`config.mk`:
```
export PLATFORM = sky130hd
export DESIGN_NAME = vgm_psg_command_tracker_flat
export DESIGN_NICKNAME = d
export VERILOG_FILES = /design/src/hdl/vgmpsg_pkg.sv /design/src/hdl/vgmpsg_byte_if.sv /design/src/hdl/vgmpsg_event_if.sv /design/src/hdl/vgmpsg_parser.sv /design/src/hdl/vgmpsg_psg_regs.sv /design/src/hdl/vgm_psg_command_tracker.sv /design/src/flat_wrapper.sv
export SDC_FILE = /design/constraint.sdc
export NUM_CORES = 1
export LEC_CHECK = 0
export ABC_AREA = 0
export BUFFER_PORTS_ARGS = -buffer_cell sky130_fd_sc_hd__clkbuf_2
export CORE_MARGIN = 2
export CORE_UTILIZATION = 40
export CTS_CLUSTER_SIZE = 8
export DETAILED_ROUTE_END_ITERATION = 7
export GPL_TIMING_DRIVEN = 0
export PLACE_DENSITY_LB_ADDON = 0.08
export SYNTH_ARGS = -nofsm -noshare
export SYNTH_HDL_FRONTEND = slang
export SYNTH_HIERARCHICAL = 1
export SYNTH_SLANG_ARGS = --single-unit
```
`constraint.sdc`:
```
create_clock -name clk -period 14.4 [get_ports clk]
set_input_delay 0.72 -clock clk [delete_from_list [all_inputs] [get_ports clk]]
set_output_delay 0.72 -clock clk [all_outputs]
set_load 0.005 [all_outputs]
```
`src/hdl/vgmpsg_pkg.sv`:
```
// shared types and constants for the command stream tracker
package vgmpsg_pkg;

	typedef enum logic [2:0] {
		EV_LATCH_PERIOD = 3'd0,
		EV_LATCH_VOLUME = 3'd1,
		EV_DATA_PERIOD  = 3'd2,
		EV_DATA_VOLUME  = 3'd3,
		EV_END          = 3'd4,
		EV_UNKNOWN      = 3'd5
	} event_t;

	localparam int unsigned NUM_CHAN = 4;

	localparam logic [7:0] OP_PSG_WRITE = 8'h50;
	localparam logic [7:0] OP_WAIT_N    = 8'h61;
	localparam logic [7:0] OP_WAIT_NTSC = 8'h62;
	localparam logic [7:0] OP_WAIT_PAL  = 8'h63;
	localparam logic [7:0] OP_END       = 8'h66;
	localparam logic [7:0] OP_DATA_BLK  = 8'h67;
	localparam logic [7:0] OP_PCM_WRITE = 8'h68;
	localparam logic [7:0] OP_SEEK      = 8'hE0;
	localparam logic [7:0] OP_STEREO    = 8'h4F;

	localparam logic [31:0] WAIT_NTSC_TICKS = 32'd735;
	localparam logic [31:0] WAIT_PAL_TICKS  = 32'd882;

	localparam logic [31:0] BLK_HDR_LEN = 32'd6;
	localparam logic [31:0] PCM_LEN     = 32'd11;

	// write to the sound generator, one per accepted data byte
	typedef struct packed {
		logic       en;
		logic [7:0] data;
	} psg_wr_t;

	// stream level event from the parser
	typedef struct packed {
		logic       en;
		event_t     code;
		logic [7:0] opcode;
	} cmd_evt_t;

	// register view after the current item
	typedef struct packed {
		logic [1:0]                    channel;
		event_t                        code;
		logic [NUM_CHAN-1:0][9:0]      period;
		logic [NUM_CHAN-1:0][7:0]      volume;
	} psg_view_t;

endpackage

```
`src/hdl/vgmpsg_byte_if.sv`:
```
// input channel: one stream byte per item
interface vgmpsg_byte_if;
	logic       valid;
	logic       ready;
	logic [7:0] stream_byte;

	modport source (output valid, output stream_byte, input ready);
	modport sink (input valid, input stream_byte, output ready);
endinterface

```
`src/hdl/vgmpsg_event_if.sv`:
```
// output channel: one event with the register snapshot per item
interface vgmpsg_event_if;
	logic        valid;
	logic        ready;
	logic [2:0]  event_res;
	logic [1:0]  channel;
	logic [7:0]  written_byte;
	logic [31:0] tick_now;
	logic [9:0]  period_zero;
	logic [9:0]  period_one;
	logic [9:0]  period_two;
	logic [9:0]  period_noise;
	logic [7:0]  volume_zero;
	logic [7:0]  volume_one;
	logic [7:0]  volume_two;
	logic [7:0]  volume_noise;

	modport source (
		output valid, output event_res, output channel, output written_byte,
		output tick_now, output period_zero, output period_one, output period_two,
		output period_noise, output volume_zero, output volume_one, output volume_two,
		output volume_noise, input ready
	);
	modport sink (
		input valid, input event_res, input channel, input written_byte,
		input tick_now, input period_zero, input period_one, input period_two,
		input period_noise, input volume_zero, input volume_one, input volume_two,
		input volume_noise, output ready
	);
endinterface

```
`src/hdl/vgmpsg_parser.sv`:
```
// command parser: opcode sizing, operand skipping and tick count
module vgmpsg_parser (
	input  logic                  clk,
	input  logic                  arst_n,
	input  logic                  take,
	input  logic [7:0]            stream_byte,
	output vgmpsg_pkg::psg_wr_t   psg_wr,
	output vgmpsg_pkg::cmd_evt_t  cmd_evt,
	output logic [31:0]           tick_now
);
	import vgmpsg_pkg::*;

	typedef enum logic [2:0] {
		PH_OPCODE,
		PH_WRITE,
		PH_WAIT,
		PH_SKIP,
		PH_HEADER,
		PH_BODY,
		PH_HALT
	} phase_t;

	phase_t      phase_q, phase_d;
	logic [31:0] skip_q, skip_d;
	logic [31:0] gather_q, gather_d;
	logic [31:0] tick_q, tick_d;
	logic [31:0] addend;
	logic [31:0] gather_sh;
	logic [31:0] skip_dec;

	assign gather_sh = {stream_byte, gather_q[31:8]};
	assign skip_dec  = skip_q - 32'd1;
	assign tick_d    = tick_q + addend;
	assign tick_now  = tick_q;

	always_comb begin
		phase_d  = phase_q;
		skip_d   = skip_q;
		gather_d = gather_q;
		addend   = '0;
		psg_wr   = '{en: 1'b0, data: stream_byte};
		cmd_evt  = '{en: 1'b0, code: EV_END, opcode: stream_byte};
		case (phase_q)
			PH_OPCODE: begin
				gather_d = '0;
				phase_d  = PH_SKIP;
				case (stream_byte) inside
					OP_END: begin
						cmd_evt.en = 1'b1;
						phase_d    = PH_HALT;
					end
					OP_PSG_WRITE: phase_d = PH_WRITE;
					OP_WAIT_N: begin
						skip_d  = 32'd2;
						phase_d = PH_WAIT;
					end
					OP_WAIT_NTSC: begin
						addend  = WAIT_NTSC_TICKS;
						phase_d = PH_OPCODE;
					end
					OP_WAIT_PAL: begin
						addend  = WAIT_PAL_TICKS;
						phase_d = PH_OPCODE;
					end
					[8'h70:8'h7F]: begin
						addend  = {28'd0, stream_byte[3:0]} + 32'd1;
						phase_d = PH_OPCODE;
					end
					[8'h80:8'h8F]: begin
						addend  = {28'd0, stream_byte[3:0]};
						phase_d = PH_OPCODE;
					end
					OP_DATA_BLK: begin
						skip_d  = BLK_HDR_LEN;
						phase_d = PH_HEADER;
					end
					OP_PCM_WRITE: skip_d = PCM_LEN;
					OP_SEEK:      skip_d = 32'd4;
					[8'h30:8'h3F]: skip_d = 32'd1;
					[8'h40:8'h4E]: skip_d = 32'd2;
					OP_STEREO:    skip_d = 32'd1;
					[8'h51:8'h5F]: skip_d = 32'd2;
					[8'hA0:8'hBF]: skip_d = 32'd2;
					[8'hC0:8'hDF]: skip_d = 32'd3;
					[8'hE1:8'hFF]: skip_d = 32'd4;
					default: begin
						cmd_evt.en   = 1'b1;
						cmd_evt.code = EV_UNKNOWN;
						phase_d      = PH_HALT;
					end
				endcase
			end
			PH_WRITE: begin
				psg_wr.en = 1'b1;
				phase_d   = PH_OPCODE;
			end
			PH_WAIT: begin
				gather_d = gather_sh;
				skip_d   = skip_dec;
				if (skip_dec == '0) begin
					addend  = {16'd0, gather_sh[31:16]};
					phase_d = PH_OPCODE;
				end
			end
			PH_HEADER: begin
				if (skip_q <= 32'd4) begin
					gather_d = gather_sh;
				end
				skip_d = skip_dec;
				if (skip_dec == '0) begin
					skip_d  = gather_d;
					phase_d = (gather_d == '0) ? PH_OPCODE : PH_BODY;
				end
			end
			PH_SKIP, PH_BODY: begin
				if (skip_q != '0) begin
					skip_d = skip_dec;
				end
				if (skip_q <= 32'd1) begin
					phase_d = PH_OPCODE;
				end
			end
			PH_HALT: phase_d = PH_HALT;
			default: phase_d = PH_OPCODE;
		endcase
		if (!take) begin
			psg_wr.en  = 1'b0;
			cmd_evt.en = 1'b0;
		end
	end

	always_ff @(posedge clk or negedge arst_n) begin
		if (!arst_n) begin
			phase_q  <= PH_OPCODE;
			skip_q   <= '0;
			gather_q <= '0;
			tick_q   <= '0;
		end else if (take) begin
			phase_q  <= phase_d;
			skip_q   <= skip_d;
			gather_q <= gather_d;
			tick_q   <= tick_d;
		end
	end

endmodule

```
`src/hdl/vgmpsg_psg_regs.sv`:
```
// sound generator latch, period and attenuation registers
module vgmpsg_psg_regs (
	input  logic                  clk,
	input  logic                  arst_n,
	input  vgmpsg_pkg::psg_wr_t   psg_wr,
	output vgmpsg_pkg::psg_view_t view
);
	import vgmpsg_pkg::*;

	logic [2:0]                latch_q, latch_d;
	logic [NUM_CHAN-1:0][9:0]  period_q, period_d;
	logic [NUM_CHAN-1:0][7:0]  volume_q, volume_d;
	logic [1:0]                ch;
	event_t                    code;

	always_comb begin
		latch_d  = latch_q;
		period_d = period_q;
		volume_d = volume_q;
		code     = EV_DATA_VOLUME;
		if (psg_wr.data[7]) begin
			latch_d = psg_wr.data[6:4];
		end
		ch = latch_d[2:1];
		if (psg_wr.data[7]) begin
			if (!latch_d[0]) begin
				period_d[ch] = {period_q[ch][9:4], psg_wr.data[3:0]};
				code         = EV_LATCH_PERIOD;
			end else begin
				volume_d[ch] = {4'd0, psg_wr.data[3:0]};
				code         = EV_LATCH_VOLUME;
			end
		end else if (!latch_d[0]) begin
			period_d[ch] = {psg_wr.data[5:0], period_q[ch][3:0]};
			code         = EV_DATA_PERIOD;
		end
		if (!psg_wr.en) begin
			latch_d  = latch_q;
			period_d = period_q;
			volume_d = volume_q;
		end
		view = '{channel: latch_d[2:1], code: code, period: period_d, volume: volume_d};
	end

	always_ff @(posedge clk or negedge arst_n) begin
		if (!arst_n) begin
			latch_q  <= '0;
			period_q <= '0;
			volume_q <= '1;
		end else begin
			latch_q  <= latch_d;
			period_q <= period_d;
			volume_q <= volume_d;
		end
	end

endmodule

```
`src/hdl/vgm_psg_command_tracker.sv`:
```
// top level: command stream tracker with registered event output
// an event is registered when its byte is accepted and shows on evt in the next cycle
// throughput: one byte per cycle; cmd stalls only while a held event is not taken
// while an event is held, cmd.ready follows evt.ready combinationally
// reset: parser expects an opcode, ticks and periods zero, attenuations 255, no event held
module vgm_psg_command_tracker (
	input  logic           clk,
	input  logic           arst_n,
	vgmpsg_byte_if.sink    cmd,
	vgmpsg_event_if.source evt
);
	import vgmpsg_pkg::*;

	logic                      take;
	psg_wr_t                   psg_wr;
	cmd_evt_t                  cmd_evt;
	psg_view_t                 view;
	logic [31:0]               tick_now;
	logic                      out_valid_q;
	logic [2:0]                event_q;
	logic [1:0]                channel_q;
	logic [7:0]                byte_q;
	logic [31:0]               tick_q;
	logic [NUM_CHAN-1:0][9:0]  period_q;
	logic [NUM_CHAN-1:0][7:0]  volume_q;

	assign cmd.ready = !out_valid_q || evt.ready;
	assign take      = cmd.valid && cmd.ready;

	vgmpsg_parser u_parser (
		.clk         (clk),
		.arst_n      (arst_n),
		.take        (take),
		.stream_byte (cmd.stream_byte),
		.psg_wr      (psg_wr),
		.cmd_evt     (cmd_evt),
		.tick_now    (tick_now)
	);

	vgmpsg_psg_regs u_psg_regs (
		.clk    (clk),
		.arst_n (arst_n),
		.psg_wr (psg_wr),
		.view   (view)
	);

	always_ff @(posedge clk or negedge arst_n) begin
		if (!arst_n) begin
			out_valid_q <= 1'b0;
		end else if (psg_wr.en || cmd_evt.en) begin
			out_valid_q <= 1'b1;
		end else if (evt.ready) begin
			out_valid_q <= 1'b0;
		end
	end

	always_ff @(posedge clk) begin
		if (psg_wr.en || cmd_evt.en) begin
			event_q   <= cmd_evt.en ? cmd_evt.code : view.code;
			byte_q    <= cmd_evt.en ? cmd_evt.opcode : psg_wr.data;
			channel_q <= view.channel;
			tick_q    <= tick_now;
			period_q  <= view.period;
			volume_q  <= view.volume;
		end
	end

	assign evt.valid        = out_valid_q;
	assign evt.event_res    = event_q;
	assign evt.channel      = channel_q;
	assign evt.written_byte = byte_q;
	assign evt.tick_now     = tick_q;
	assign evt.period_zero  = period_q[0];
	assign evt.period_one   = period_q[1];
	assign evt.period_two   = period_q[2];
	assign evt.period_noise = period_q[3];
	assign evt.volume_zero  = volume_q[0];
	assign evt.volume_one   = volume_q[1];
	assign evt.volume_two   = volume_q[2];
	assign evt.volume_noise = volume_q[3];

endmodule
```
`src/flat_wrapper.sv`:
```
// flat-port wrapper written by rule: the top's interface ports become plain ports
module vgm_psg_command_tracker_flat import vgmpsg_pkg::*;
  (clk, arst_n, cmd_valid, cmd_stream_byte, cmd_ready, evt_valid, evt_event_res, evt_channel, evt_written_byte, evt_tick_now, evt_period_zero, evt_period_one, evt_period_two, evt_period_noise, evt_volume_zero, evt_volume_one, evt_volume_two, evt_volume_noise, evt_ready);
  vgmpsg_byte_if cmd_i ();
  vgmpsg_event_if evt_i ();
  input  logic clk;
  input  logic arst_n;
  input wire logic [$bits(cmd_i.valid)-1:0] cmd_valid;
  input wire logic [$bits(cmd_i.stream_byte)-1:0] cmd_stream_byte;
  output wire logic [$bits(cmd_i.ready)-1:0] cmd_ready;
  output wire logic [$bits(evt_i.valid)-1:0] evt_valid;
  output wire logic [$bits(evt_i.event_res)-1:0] evt_event_res;
  output wire logic [$bits(evt_i.channel)-1:0] evt_channel;
  output wire logic [$bits(evt_i.written_byte)-1:0] evt_written_byte;
  output wire logic [$bits(evt_i.tick_now)-1:0] evt_tick_now;
  output wire logic [$bits(evt_i.period_zero)-1:0] evt_period_zero;
  output wire logic [$bits(evt_i.period_one)-1:0] evt_period_one;
  output wire logic [$bits(evt_i.period_two)-1:0] evt_period_two;
  output wire logic [$bits(evt_i.period_noise)-1:0] evt_period_noise;
  output wire logic [$bits(evt_i.volume_zero)-1:0] evt_volume_zero;
  output wire logic [$bits(evt_i.volume_one)-1:0] evt_volume_one;
  output wire logic [$bits(evt_i.volume_two)-1:0] evt_volume_two;
  output wire logic [$bits(evt_i.volume_noise)-1:0] evt_volume_noise;
  input wire logic [$bits(evt_i.ready)-1:0] evt_ready;
  assign cmd_i.valid = cmd_valid;
  assign cmd_i.stream_byte = cmd_stream_byte;
  assign cmd_ready = cmd_i.ready;
  assign evt_valid = evt_i.valid;
  assign evt_event_res = evt_i.event_res;
  assign evt_channel = evt_i.channel;
  assign evt_written_byte = evt_i.written_byte;
  assign evt_tick_now = evt_i.tick_now;
  assign evt_period_zero = evt_i.period_zero;
  assign evt_period_one = evt_i.period_one;
  assign evt_period_two = evt_i.period_two;
  assign evt_period_noise = evt_i.period_noise;
  assign evt_volume_zero = evt_i.volume_zero;
  assign evt_volume_one = evt_i.volume_one;
  assign evt_volume_two = evt_i.volume_two;
  assign evt_volume_noise = evt_i.volume_noise;
  assign evt_i.ready = evt_ready;
  vgm_psg_command_tracker u_core (.clk(clk), .arst_n(arst_n), .cmd(cmd_i), .evt(evt_i));
endmodule
```
# ---- Yosys cells after proc, flatten, opt, wreduce, memory -nomap -nowiden
# Cells that the tools add are included.
dict set report word_totals {
  ff_bits 292
  output_inout_bits 119
}
dict set report classes {
  n_mux 116
  n_reduce_logical 24
  n_addsub 3
  n_eq_ne 26
  n_lt_le_gt_ge 20
}
# operator count
set op_table {}
lappend op_table {{32-bit two-way mux} 25}
lappend op_table {{40-bit two-way mux} 4}
lappend op_table {{32-bit case mux with 4 select lines} 1}
lappend op_table {{32-bit case mux with 3 select lines} 1}
lappend op_table {{40-bit bitwise mux} 2}
lappend op_table {{3-bit two-way mux} 25}
lappend op_table {{8-bit by 7-bit == test with 1-bit output, second input constant} 8}
lappend op_table {{32-bit zero test} 2}
lappend op_table {{32-bit case mux with 2 select lines} 1}
lappend op_table {{10-bit two-way mux} 6}
lappend op_table {{1-bit two-way mux} 41}
lappend op_table {{32-bit adder} 1}
lappend op_table {{32-bit bitwise mux} 1}
lappend op_table {{8-bit >= comparator, second input constant} 4}
lappend op_table {{32-bit by 1-bit less-or-equal comparator with 1-bit output, second input constant} 1}
lappend op_table {{32-bit by 3-bit less-or-equal comparator with 1-bit output, second input constant} 1}
lappend op_table {{8-bit less-or-equal comparator, second input constant} 4}
lappend op_table {{32-bit nonzero test} 1}
lappend op_table {{32-bit by 1-bit subtractor with 32-bit output, second input constant} 1}
lappend op_table {{8-bit by 7-bit >= comparator with 1-bit output, second input constant} 3}
lappend op_table {{8-bit by 7-bit less-or-equal comparator with 1-bit output, second input constant} 3}
lappend op_table {{10-bit binary-select mux with 2-bit select} 1}
lappend op_table {{10-bit demux with 2-bit select} 1}
lappend op_table {{8-bit demux with 2-bit select} 1}
lappend op_table {{28 further kinds} 50}

# ---- Longest topological paths before layout
dict set report logic_depth {
  word_depth 23
  ltp_mapped 22
  mapped_depth_nobuf 20
}

# ---- Modules after synthesis
# The synthesis kept the hierarchy.
# module seq_area_each_um2 cells_each area_each_um2 n_inst
set by_module_without_submodules {}
lappend by_module_without_submodules {vgmpsg_parser 2477.4 818 7190.6 1}
lappend by_module_without_submodules {vgm_psg_command_tracker 3538.4 134 3736.1 1}
lappend by_module_without_submodules {vgmpsg_psg_regs 1916.8 332 3555.9 1}

# ---- Worst setup path after synthesis
# OpenSTA, ideal clock, no wires.
dict set report synth_timing {
  kind {input -> register}
  from {input cmd_stream_byte[1]}
  to {register u_core.channel_q[0] (netlist: u_core/evt.channel[0]) (enable)}
  n_path_buf 0
  setup_slack_ns 8.912
  cell_stages 10
  setup_ns 0.484
  arrival_ns 5.004
  cell_sequence {inv_1 -> ha_1 -> nor4b_1 -> o22a_1 -> nand2_1 -> nor3_1 -> and4b_1 -> nand2b_1 -> a21oi_1 -> or2_1}
}
# item line
set synth_rtl {}
lappend synth_rtl {{start: declaration} flat_wrapper.sv:9} ;# input wire logic [$bits(cmd_i.stream_byte)-1:0] cmd_stream_byte;
lappend synth_rtl {{end signal: assignment} vgm_psg_command_tracker.sv:61} ;# channel_q <= view.channel;
lappend synth_rtl {{end: declaration} vgm_psg_command_tracker.sv:21} ;# logic [1:0] channel_q;

# ---- Worst setup path in the final report
dict set report layout_timing {
  from {register u_core.u_parser.skip_q[0]}
  to {register u_core.u_parser.tick_q[31] (netlist: u_core/u_parser/tick_now[31])}
}
dict set report layout_via {
  elab_chain_cells 5
}
# item line
set layout_rtl {}
lappend layout_rtl {{start: declaration} vgmpsg_parser.sv:24} ;# logic [31:0] skip_q, skip_d;
lappend layout_rtl {{start signal: assignment} vgmpsg_parser.sv:140} ;# skip_q <= skip_d;
lappend layout_rtl {{32-bit by 1-bit subtractor with 32-bit output} vgmpsg_parser.sv:32} ;# assign skip_dec = skip_q - 32'd1;
lappend layout_rtl {{32-bit zero test} vgmpsg_parser.sv:100} ;# if (skip_dec == '0) begin
lappend layout_rtl {{16-bit two-way mux} vgmpsg_parser.sv:100}
lappend layout_rtl {{32-bit case mux with 2 select lines} vgmpsg_parser.sv:43} ;# case (phase_q)
lappend layout_rtl {{32-bit adder} vgmpsg_parser.sv:33} ;# assign tick_d = tick_q + addend;
lappend layout_rtl {{end signal: assignment} vgmpsg_parser.sv:142} ;# tick_q <= tick_d;
lappend layout_rtl {{end: declaration} vgmpsg_parser.sv:26} ;# logic [31:0] tick_q, tick_d;
# No other way between the ends.
# A chain may end at the register's enable or synchronous reset.

==> results.sh <==
export IMPL_total_number_of_placement_rows=69
export IMPL_clkLatencyLatePin_ps=560
export IMPL_synthFlopType="dfrtp_1"
export IMPL_violated_checks="design-rule violations"
export IMPL_ys_top_cells_by_area="dfrtp_1, edfxtp_1, dfstp_2, mux2_2, o21ai_0"
export IMPL_wirelength_um=40400
export IMPL_fraction_of_the_yosys_area_taken_by_sequential_cells_pct=54.8
export IMPL_vias=10961
export IMPL_grt_pass1_vias=10797
export IMPL_worst_path_max_delay_cell="a2111oi_0"
export IMPL_worstReg2RegStart="u_core/u_parser/skip_q[0]"
export IMPL_clock_tree_buffer_depth=3
export IMPL_grt_busiest_layer="met2"
export IMPL_setup_tns_ps=0
export IMPL_post_synth_cell_area_avg_um2=11.3
export IMPL_timing_clock_skew_ps=24.8
export IMPL_design_power_total_mw=2.70
export IMPL_cp_cell_sequence="inv_1 -> ha_1 -> clkbuf_2 -> or3b_2 -> buf_2 -> nor4_4 -> and4_1 -> o22ai_2 -> nor4_1 -> nor3b_2 -> buf_2 -> nand2_1 -> o21ai_0 -> ha_1 -> o21ai_0 -> o21ai_0 -> a2111oi_0 -> nor4_1 -> o31ai_1 -> a21oi_1 -> nand4_1 -> xnor2_1"
export IMPL_syn_nets=1320
export IMPL_yosys_area_top_type="dfrtp_1"
export IMPL_vdd_ir_drop_max_v=0.0000876
export IMPL_cts_hold_repair_buffers=0
export IMPL_fmax_mhz=144
export IMPL_post_route_period_util_pct=48.2
export IMPL_synth_seq_cells=292
export IMPL_timing_worst_slew_pin_value_ps=1030
export IMPL_synthesis_instances=1284
export IMPL_finalMaxSlewViolations=0
export IMPL_cts_buffers=42
export IMPL_ctsHtreeMaxLevel=2
export IMPL_design_portCount=131
export IMPL_post_route_cell_area_mm2=0.0170
export IMPL_portbufs=130
export IMPL_largest_stage_delay_on_the_critical_path_ps=840
export IMPL_cpMostUsedCell="o21ai_0"
export IMPL_drt_drc_violations_left=12
export IMPL_flow_area_growth_from_synthesis_pct=17.6
export IMPL_core_mm2=0.0357
export IMPL_via_per_inst=5.61
export IMPL_leakage_power_total_nw=7.06
export IMPL_rsz0062_at_grt="false"
export IMPL_crit_type="register to register"
export IMPL_grt_util_met1_pct=29.5
export IMPL_yosys_warnings=6
export IMPL_iter_0_drt_violations=861
export IMPL_path_clk_slew_ps=60
export IMPL_maxCapViolations=0
export IMPL_starting_density_of_the_core_pct=40.6
export IMPL_yosysTopAreaCellShare_pct=24.7
export IMPL_instance_area_at_placement_mm2=0.0158
export IMPL_antenna_diode_count=0
export IMPL_finalNetCount=1497
export IMPL_syn_cell_area_mm2=0.0145
export IMPL_grt_overflow=0
export IMPL_hp_class="primary input to asynchronous set/reset pin"
export IMPL_clock_root_cell="clkbuf_16"
export IMPL_cts_tree="yes"
export IMPL_timing_max_slew_rel_slack_pct=30.8
export IMPL_postSynth_asyncResetShare_pct=59.9
export IMPL_post_cts_buffers=0
export IMPL_die_area_mm2=0.0377
export IMPL_fp_dieW_um=194
export IMPL_power_density_mw_per_mm2=158
export IMPL_dr_wl_cell_um=20.7
export IMPL_endpoint_kind="register"
export IMPL_globalRouteTotalUtil_pct=21.4
export IMPL_setup_worst_path_start_class="register"
export IMPL_finalSetupViolCount=0
export IMPL_global_route_wire_length_before_repair_um=63100
export IMPL_gp_routability_congestion=0.914
export IMPL_antenna_violations_before_repair=0
export IMPL_report_final_hold_viol_count=0
export IMPL_groute_layer_met2_usage_pct=33.7
export IMPL_ant_nets=0
export IMPL_tritoncts_num_sinks=292
export IMPL_ys_types=93
export IMPL_cts_resized=0
export IMPL_grt_max_degree=105
export IMPL_drt_pass1_iter_count=7
export IMPL_time_the_worst_path_needs_with_i_o_delays_and_setup_ps=6940
export IMPL_dieHeight_um=194
export IMPL_timing_critical_path_required_ps=14880
export IMPL_timing_critical_path_arrival_ps=7420
export IMPL_final_layout_size_suffix_gt1_share_pct=23.5
export IMPL_layout_cells_most_common="dfrtp_1"
export IMPL_status="complete, but fails checks"
export IMPL_critPathLaunch="u_core/u_parser/skip_q[0]"
export IMPL_layout_common_cells="dfrtp_1, clkbuf_2, edfxtp_1"
export IMPL_final_fill_count=3304
export IMPL_synth_edf_count=117
export IMPL_place_hpwl_um=29000
export IMPL_critPathMaxFanout=10
export IMPL_use_met3_pct=4.45
[layout make-up]
class	instances	area, um2	share of cell area, %
clock buffers	75	1200	7.02
flip-flops and latches	292	7930	46.6
multi-input cells	873	5960	35.0
well taps	461	577	3.39
plain buffers	89	484	2.84
clock inverters	2	32.5	0.191
repair buffers	133	742	4.36
inverters	30	113	0.661
[where the power goes]
| group | switching [mW] | internal (mW) |
|---|---|---|
| Clock | 0.356 | 0.558 |
| Combinational | 0.410 | 0.255 |
| Sequential | 0.127 | 0.991 |
| Total | 0.894 | 1.80 |
[critical path: cells and delay by family, from the launching register on]
family,cells,cell delay (ps)
fa+ha+maj,2,460
flops,1,440
xor+xnor,1,120
simple gates,8,2860
compound gates,7,2110
buf+inv,4,850
[path summary, 6_finish.rpt]
kind	to	slack, ps	cells after the start
max	u_core/u_parser/tick_now[31]	7460	22
min	u_core/u_parser/tick_now[6]	170	1
max reg2reg	u_core/u_parser/tick_now[31]	7460	22
min reg2reg	u_core/u_parser/tick_now[31]	470	1
max in group asynchronous	u_core/u_parser/skip_q[8]	13250	2
min in group clk	u_core/u_parser/tick_now[31]	470	1
[kinds of logic after synthesis]
family | Yosys count | synth area share, %
AO/OA/AOI/OAI | 318 | 14.5
adder cells (fa/ha/maj) | 24 | 2.13
AND/OR/NAND/NOR | 411 | 15.8
XOR/XNOR | 41 | 2.48
other | 3 | 0.0777
multiplexers | 76 | 6.14
flip-flops | 292 | 54.8
buffers and inverters | 119 | 4.12
[sequential cells by signal, summed over array words and instances, names as in the netlist, 8 cells and up]
name and count:
u_core/u_psg_regs/volume_q 32, u_core/evt.tick_now 32, u_core/evt.period_one 10, u_core/evt.period_noise 10, u_core/evt.written_byte 8, u_core/evt.volume_zero 8
u_core/u_psg_regs/period_q 40, u_core/u_parser/gather_q 32, u_core/evt.volume_one 8, u_core/evt.period_two 10, u_core/evt.volume_noise 8, u_core/u_parser/skip_q 32
u_core/evt.volume_two 8, u_core/evt.period_zero 10, u_core/u_parser/tick_now 32
[metal layers]
metal	share of wire, %	vias to the layer above	wire length (um)
met5	0	-	0
met3	5.1	71	2060
li1	-	5164	-
met1	46	5394	18500
met2	47	332	18800
met4	2.5	0	1010
[Yosys cell counts (all sizes together), types with 4 or more instances]
library cell,n
a21o,6
o211ai,19
and3,10
and2,11
o21ai,100
a21oi,62
dfstp,32
o221ai,11
mux2,53
a21boi,4
buf,53
inv,30
nor4,26
edfxtp,117
o22ai,12
or2,8
o31ai,11
nor3b,10
nor2,58
nand2b,10
nor3,34
dfrtp,143
mux2i,21
a31oi,6
nand4,22
nor4b,5
nand3,42
and4,12
a32oi,15
clkbuf,36
nor2b,22
ha,23
xor2,11
nand2,112
or4,7
nand3b,6
or3,8
xnor2,30
a22o,35
[per-stage QoR]
stage / instances / hold WS, ps / util (%) / setup slack (ps)
floorplan: 1284 / 424 / - / 8910
global placement: 1875 / 461 / 44.1 / 6810
detailed placement: 1878 / 458 / 44.3 / 7610
CTS: 1955 / 178 / 47.8 / 7580
global route: 1955 / 213 / 47.8 / 7020
finish: 1955 / 169 / 47.8 / 7460
(Power assumes the default switching activity.)
